===== src/rtl/bta_ram.sv =====
// Generic simple dual-port RAM: one write port, one read port, registered read data.
module bta_ram #(
    parameter int WIDTH = 8,
    parameter int DEPTH = 16
) (
    input  logic                     clk,
    input  logic                     we,
    input  logic [$clog2(DEPTH)-1:0] waddr,
    input  logic [WIDTH-1:0]         wdata,
    input  logic                     re,
    input  logic [$clog2(DEPTH)-1:0] raddr,
    output logic [WIDTH-1:0]         rdata
);

    logic [WIDTH-1:0] mem [DEPTH];

    // Write port
    always_ff @(posedge clk)
    begin
        if (we)
        begin
            mem[waddr] <= wdata;
        end
    end

    // Registered read port
    always_ff @(posedge clk)
    begin
        if (re)
        begin
            rdata <= mem[raddr];
        end
    end

endmodule


===== config.mk =====
export PLATFORM = sky130hd
export DESIGN_NAME = bta_ram
export DESIGN_NICKNAME = d
export VERILOG_FILES = /design/src/rtl/bta_ram.sv
export SDC_FILE = /design/constraint.sdc
export NUM_CORES = 1
export LEC_CHECK = 0
export ABC_AREA = 1
export ABC_CLOCK_PERIOD_IN_PS = 1490
export BUFFER_PORTS_ARGS = -buffer_cell sky130_fd_sc_hd__buf_4
export CAP_MARGIN = 10
export CORE_MARGIN = 4
export CORE_UTILIZATION = 54
export CTS_CLUSTER_DIAMETER = 50
export DETAILED_ROUTE_END_ITERATION = 8
export HOLD_SLACK_MARGIN = 0.05
export PLACE_DENSITY_LB_ADDON = 0.25
export SLEW_MARGIN = 20
export SYNTH_ARGS = -nofsm -noshare
export SYNTH_HDL_FRONTEND = slang
export SYNTH_SLANG_ARGS = --single-unit

===== constraint.sdc =====
create_clock -name clk -period 1.49 [get_ports clk]
set_clock_uncertainty 0.2 [all_clocks]
set_input_delay 0.149 -clock clk [delete_from_list [all_inputs] [get_ports clk]]
set_output_delay 0.149 -clock clk [all_outputs]
set_load 0.05 [all_outputs]

==> Word level (Yosys, flattened, before mapping) <==
Memories as Yosys holds them, arrays and structs flattened. A register that Yosys moved wholly into a read port is not among the register bits.
Index checks and enable logic that the tools add are counted.
{ "totals": {"reg_bits": 0, "latch_bits": 0, "mem_bits_rw": 128, "rom_bits": 0, "in_bits": 19, "elab_cells": 3, "mem_count": 1} }
{ "op_classes": {"addsub": 0, "n_mul": 0, "div_mod_pow": 0, "n_lt_le_gt_ge": 0, "n_eq_ne": 0, "n_shift": 0, "n_mux": 2, "bitwise": 0, "n_reduce_logical": 0} }
{ "memory_table": {"columns": ["memory", "words", "width", "rd", "rd_clocked_by_memory_dff", "write_ports", "line", "rtl"], "rows": [
  ["mem", 16, 8, 1, 1, 1, "15", "logic [WIDTH-1:0] mem [DEPTH];"]
]} }
{ "ops": {"columns": ["op", "n"], "rows": [
  ["$mux 1", 2]
]} }

==> Longest topological paths before layout <==
Gate-level depths: netlist (run 1).
{ "logic_depth": {"ltp_word": 2, "mapped_depth": 8} }

==> Worst setup path after synthesis (run 1) <==
Ideal clock, no wire load.
{ "synth_path": {"path_type": "input to register", "startpoint": "input waddr[2]", "endpoint": "memory mem[10][0] (enable)", "setup_ns": 0.370, "arrival_ns": 0.730, "slack_ns": 0.190, "cell_stages": 2, "cell_sequence": "nand3b_1 -> nor2_1"} }
{ "synth_lines": {"columns": ["item", "line", "rtl"], "rows": [
  ["from (decl)", "8", "input logic [$clog2(DEPTH)-1:0] waddr,"],
  ["to (decl)", "15", null]
]} }
No word-level cell before the write port.

==> Worst setup path after layout (run 1) <==
{ "layout_path": {"startpoint": "register rdata[0] (read register of mem)", "endpoint": "output rdata[0]"} }
{ "layout_lines": {"columns": ["item", "line", "rtl"], "rows": [
  ["from (decl)", "12", "output logic [WIDTH-1:0] rdata"]
]} }
No word-level cell between the ends.

==> results of run 1 <==
[metal layers]
metal	routed length, um	share of wire [%]	vias up
met2	6320	48	172
li1	-	-	1892
met5	0	0	-
met3	1010	7.6	18
met1	5670	43	1881
met4	290	2.2	0
[per-stage QoR]
| step | power (uW) | instance area [um2] | instances |
|---|---|---|---|
| after floorplan | 4780 | 5850 | 551 |
| after global placement | 5030 | 6290 | 713 |
| after detailed placement | 5040 | 6290 | 713 |
| after CTS | 9230 | 7020 | 757 |
| after global routing | 9480 | 7030 | 757 |
| final | 9200 | 7030 | 757 |
[final timing paths]
check	endpoint	cells past startpoint	from	slack, ns
worst max register to register	rdata[2]	6	mem[9][2]	0.10
worst min-delay path	mem[0][6]	5	waddr[3]	0.06
worst max-delay path	rdata[0]	1	rdata[0]	0.02
worst min register to register	rdata[3]	6	mem[0][3]	0.57
[cells in the final DEF (no fill, tap or decap), drive strengths merged]
master / instances
dlygate4sd3: 12
buf: 50
edfxtp: 136
bufinv: 4
nand2: 173
nand3: 97
clkbuf: 17
nor2: 17
nand3b: 2
inv: 102
clkinvlp: 3
clkinv: 8
[layout make-up]
cell class / instances / area [um2] / share of cell area [%]
clock inverter: 15 / 184 / 2.62
sequential: 136 / 4080 / 58.1
timing repair buffer: 62 / 577 / 8.21
multi-input combinational: 289 / 1210 / 17.3
inverter: 102 / 383 / 5.45
clock buffer: 17 / 414 / 5.89
tap: 136 / 170 / 2.42
[logic make-up (layout without fill, tap and decap cells)]
| family | Yosys count | count (layout) |
|---|---|---|
| buffers and inverters | 126 | 196 |
| flip-flops | 136 | 136 |
| AND/OR/NAND/NOR | 289 | 289 |
[state kept, by name, indices dropped and copies added, names as in the netlist]
signal	count
mem	128
rdata	8
[synth_stat cells, drive strengths merged]
master	number	area (um2)
nand2	173	649
edfxtp	136	4080
inv	102	383
nand3	97	485
buf	24	166
nor2	17	63.8
nand3b	2	15.0
[power by group]
group	internal (uW)	switching (uW)
sequential	4310	26.9
combinational	221	444
clock	2690	1510
[repair_timing]
| item | CTS | global route |
|---|---|---|
| endpoints found under the setup margin | 3 | 5 |
| gates resized for setup | 3 | 2 |
| hold buffers | 12 | 0 |
| endpoints found under the hold margin | 176 | 0 |
| gates cloned | 0 | 0 |
==> flow_metrics.py, run 1 <==
metrics = {
    "status": {
        "outcome": "complete, no violations",
    },
    "synth": {
        "muxShareOfSynthArea_pct": 0,
        "synth-seq-cells": 136,
        "yosys_warnings": 0,
        "seq_area_frac_synth_pct": 69.8,
        "synth_adder_area_share_pct": 0,
        "synth.avg_cell_area_um2": 10.6,
        "synth_compound_area_share_pct": 0,
        "synth_area_um2": 5850,
        "synthXorXnorAreaFrac_pct": 0,
        "synth.distinct_cells": 11,
        "synthCells": 551,
        "synth_fp_nets": 570,
        "synthSimpleGateAreaFrac_pct": 20.8,
        "synth_top_family_by_area": "simple AND/OR/NAND/NOR gates",
    },
    "setup_path": {
        "worstSetupPathType": "reg -> out",
        "cp.buffers_inverters": 1,
        "critPathMaxStageDelay_ns": 0.42,
        "required_ns": 1.14,
        "cp-end-kind": "output pin",
        "cp_slowest_cell": "edfxtp_1",
        "path_delay_family": "flip-flops",
        "arrival_ns": 1.12,
        "start_kind": "flop",
        "crit_chain": "buf_6",
        "critPathMaxFanout": 1,
    },
    "sta": {
        "setup-violations-final": 0,
        "hold_violations": 0,
        "fmax_ghz": 0.681,
        "relSlewSlack_pct": 60.2,
        "finalWorstSetupSlack_ns": 0.0216,
        "slew_violations": 0,
        "fin_crit_sh_pct": 98.6,
        "period_minus_slack_ns": 1.47,
        "holdWs_ns": 0.0616,
        "fin_setup_tns_ns": 0,
        "timing_worst_slew_pin_value_ns": 0.596,
        "rsz0062_at_grt": "yes",
    },
    "die": {
        "initial_core_util_pct": 56.1,
        "die_area_um2": 12600,
        "die_w_um": 112,
        "rows": 37,
        "die_h_um": 112,
        "ios": 27,
        "core_um2": 10400,
    },
    "run": {
        "cap_violations": 0,
    },
    "global_route": {
        "grt_antenna_before_repair": 0,
        "grt_pass1_wl_um": 20700,
        "grt-ovfl-total": 0,
        "use_met3_pct": 4.20,
        "busiest_layer": "met2",
        "grt.met2_usage_pct": 34.0,
        "grtUsageTotal_pct": 21.9,
        "gr-usage-met1_pct": 31.4,
        "grt_max_degree": 53,
        "grt_pass1_vias": 3780,
    },
    "power": {
        "powerDensity_nw_per_um2": 1310,
        "leakage_uw": 0.00304,
        "ir_worst_vdd_uv": 898,
    },
    "detailed_routing": {
        "wl_per_cell_um": 17.6,
        "vias_per_cell": 5.24,
        "drc": 0,
        "routed_wl_um": 13300,
        "num_vias": 3963,
        "initialDrtViolationCount": 341,
        "ant_nets": 0,
        "first_pass_iters": 7,
    },
    "placed_design": {
        "place_ws_ns": -0.0851,
        "port_buffers": 26,
        "place_congestion": 0.852,
        "place_hpwl_um": 8060,
    },
    "final_layout": {
        "nets": 627,
        "drive_gt1_share_pct": 13.2,
        "fill_cells": 779,
        "fin_util_pct": 67.4,
        "antenna_cells": 0,
        "area_growth_pct": 20.2,
    },
    "clock_tree": {
        "cts_tree": "done",
        "htreeDepth": 4,
        "post_cts_buffers": 0,
        "clock-sinks": 136,
        "cts_root_buf": "clkbuf_8",
        "cts_buffer_depth": 2,
        "numCtsBuffers": 17,
        "clock_latency_ns": 0.52,
        "clk_transition_reported_paths_ns": 0.06,
    },
    "worst_hold_path": {
        "hp-class": "in -> reg",
    },
}
Note: power is estimated with default switching activity, not from simulation.
==> inputs of run 2 (changes only) <==
--- a/config.mk
+++ b/config.mk
@@ -5,12 +5,11 @@
 export SDC_FILE = /design/constraint.sdc
 export NUM_CORES = 1
 export LEC_CHECK = 0
-export ABC_AREA = 1
 export ABC_CLOCK_PERIOD_IN_PS = 1490
 export BUFFER_PORTS_ARGS = -buffer_cell sky130_fd_sc_hd__buf_4
 export CAP_MARGIN = 10
 export CORE_MARGIN = 4
-export CORE_UTILIZATION = 54
+export CORE_UTILIZATION = 60
 export CTS_CLUSTER_DIAMETER = 50
 export DETAILED_ROUTE_END_ITERATION = 8
 export HOLD_SLACK_MARGIN = 0.05
==> run 2 against run 1 <==
  * The run now ends with negative setup slack left
  * Critical endpoint is now rdata[1]
  * Non-clock buffer count up 10
  * Sequential power about the same
  * Final cell count decreased by 44%
  * Fmax fell by 10%
  * Total power increased by 0.60%
  * Sequential share of layout area grew 3.9 points
  * Area after synthesis fell by 11%
==> flow_metrics.py, run 2 <==
metrics = {
    "setup_path": {
        "r2r_setup_slack_ns": -0.15,
        "path_delay_family": "multiplexers",
        "start_kind": "flop",
        "cp-end-kind": "flop",
        "r2r-end": "rdata[1]",
        "crit_chain": "mux4_2 -> a22oi_2 -> nand2_1",
        "arrival_ns": 1.69,
        "cp.buffers_inverters": 0,
        "r2r-start": "mem[3][1]",
        "required_ns": 1.54,
        "critPathMaxFanout": 1,
        "r2r_cells": 3,
        "cp_slowest_cell": "mux4_2",
        "worstSetupPathType": "reg -> reg",
        "critPathMaxStageDelay_ns": 0.51,
    },
    "sta": {
        "fin_crit_sh_pct": 110,
        "finalWorstSetupSlack_ns": -0.150,
        "period_minus_slack_ns": 1.64,
        "fmax_ghz": 0.610,
        "slew_violations": 0,
        "timing_worst_slew_pin_value_ns": 1.04,
        "hold_violations": 0,
        "setup-violations-final": 8,
        "rsz0062_at_grt": "yes",
        "relSlewSlack_pct": 30.5,
    },
    "clock_tree": {
        "post_cts_buffers": 0,
        "cts_tree": "done",
        "clock_latency_ns": 0.51,
        "cts_buffer_depth": 2,
        "cts_root_buf": "clkbuf_8",
        "clk_transition_reported_paths_ns": 0.06,
        "htreeDepth": 4,
        "numCtsBuffers": 17,
        "clock-sinks": 136,
    },
    "synth": {
        "synthTopCellsByCount": "136 x edfxtp_1, 18 x mux4_2, 16 x a22oi_1",
        "seq_area_frac_synth_pct": 78.1,
        "synth-seq-cells": 136,
        "synth_edf_count": 136,
        "ys_top_cells_by_area": "edfxtp_1 78%, mux4_2 7.8%, mux4_1 7.0%",
        "synthArstFlopShare_pct": 0,
        "synth_top_area_share_pct": 78.1,
        "synth.distinct_cells": 18,
        "yosys_warnings": 0,
        "yosysMostFrequentCell": "edfxtp_1",
        "ys.flop_type": "edfxtp_1",
        "synth_fp_nets": 248,
        "synth_area_um2": 5230,
        "synth.largest_area_cell": "edfxtp_1",
        "synth.avg_cell_area_um2": 22.8,
        "synthCells": 229,
    },
    "global_route": {
        "grt_pass1_wl_um": 16900,
        "grt-ovfl-total": 0,
        "grt_max_degree": 17,
        "grtUsageTotal_pct": 24.0,
        "grt_antenna_before_repair": 0,
        "grt_pass1_vias": 2786,
    },
    "power": {
        "power_uw": 9260,
        "ir_worst_vdd_uv": 811,
        "powerDensity_nw_per_um2": 1400,
        "leakage_uw": 0.00224,
    },
    "final_layout": {
        "regMostFlops": "mem",
        "final_cell_mix": "136 x edfxtp_1, 48 x buf_4, 32 x mux4_2",
        "nets": 329,
        "largest_reg_flops": 128,
        "drive_gt1_share_pct": 41.9,
        "largestRegisters": "mem x128, rdata x8",
        "layout_commonest_cell": "edfxtp_1",
        "area_growth_pct": 26.0,
        "antenna_cells": 0,
        "fill_cells": 423,
    },
    "detailed_routing": {
        "first_pass_iters": 5,
        "ant_nets": 0,
        "num_vias": 2636,
        "routed_wl_um": 10900,
        "initialDrtViolationCount": 328,
        "vias_per_cell": 6.17,
        "drc": 0,
        "wl_per_cell_um": 25.4,
    },
    "die": {
        "die_h_um": 101,
        "ios": 27,
        "core_um2": 8340,
        "rows": 33,
        "die_area_um2": 10300,
        "initial_core_util_pct": 62.7,
        "die_w_um": 101,
    },
    "placed_design": {
        "place_ws_ns": -0.413,
        "place_congestion": 0.811,
        "port_buffers": 26,
        "place_hpwl_um": 6710,
    },
    "worst_hold_path": {
        "holdPathStages": 4,
        "hp-class": "in -> reg",
        "min_from": "waddr[3]",
        "whs_endpoint": "mem[3][5]",
    },
    "run": {
        "cap_violations": 0,
    },
    "status": {
        "outcome": "finished with violations",
        "violations": "negative setup slack",
    },
}
[run 2: area by class of cell]
class,instances,area [um2],area share [%]
Tap cell,105,131,1.99
Timing Repair Buffer,72,678,10.3
Multi-Input combinational cell,83,1070,16.3
Clock buffer,17,414,6.29
Clock inverter,14,206,3.13
Sequential cell,136,4080,62.0
[run 2: through the flow]
| step | setup TNS, ns | cell area (um2) | instances | utilization, % | hold slack [ns] |
|---|---|---|---|---|---|
| 6_report | -1.03 | 6590 | 427 | 79.0 | 0.0645 |
| 3_3_place_gp | -6.30 | 5780 | 385 | 69.4 | 0.249 |
| 3_5_place_dp | -9.22 | 5780 | 385 | 69.4 | 0.270 |
| 5_1_grt | -1.46 | 6590 | 427 | 79.0 | 0.0601 |
| 2_1_floorplan | -4.33 | 5230 | 229 | - | 0.0479 |
| 4_1_cts | -1.10 | 6580 | 427 | 78.9 | 0.0450 |
[run 2: cells by family (layout without fill, tap and decap cells)]
logic type,count (synthesis),after routing,synth area share (%)
DFF,136,136,78.1
and+or+nand+nor,35,35,3.14
muxes,32,32,14.8
AOI/OAI and AO/OA,16,16,2.30
buffers and inverters,10,103,1.65
[run 2: worst max-delay path by stage]
stage,cells past startpoint,endpoint,from,slack (ns)
5_1_grt,3,rdata[1],mem[3][1],-0.22
3_3_place_gp,6,rdata[0],raddr[0],-0.35
6_report,3,rdata[1],mem[3][1],-0.15
3_5_place_dp,6,rdata[0],raddr[0],-0.41
2_1_floorplan,2,mem[3][0],waddr[2],-0.13
4_1_cts,3,rdata[0],mem[11][0],-0.17
[run 2: power by group]
group	total, uW	internal, uW	switching [uW]	leakage [uW]
registers	4340	4310	31.6	0.00124
logic	598	271	326	0.000712
clock network	4310	2860	1460	0.000294
total	9260	7440	1820	0.00224
[run 2: worst min-delay path, cell delays in order]
cell and delay, ns:
buf_4 0.09, or3b_2 0.16, nor2_1 0.07, buf_4 0.13
[run 2: timing repair]
item / in CTS / in global routing
pin swaps: 2 / 1
hold endpoints to repair: 169 / 0
resized for setup: 16 / 2
endpoints found under the setup margin: 12 / 11
hold buffers: 11 / 0
[run 2: metal layers]
layer / vias up / track usage [%] / share of wire [%]
met3: 12 / 6.13 / 7.4
met4: 0 / 6.65 / 0.91
met5: - / 0 / 0
met1: 1349 / 32.2 / 38
met2: 143 / 39.6 / 53
li1: 1132 / - / -
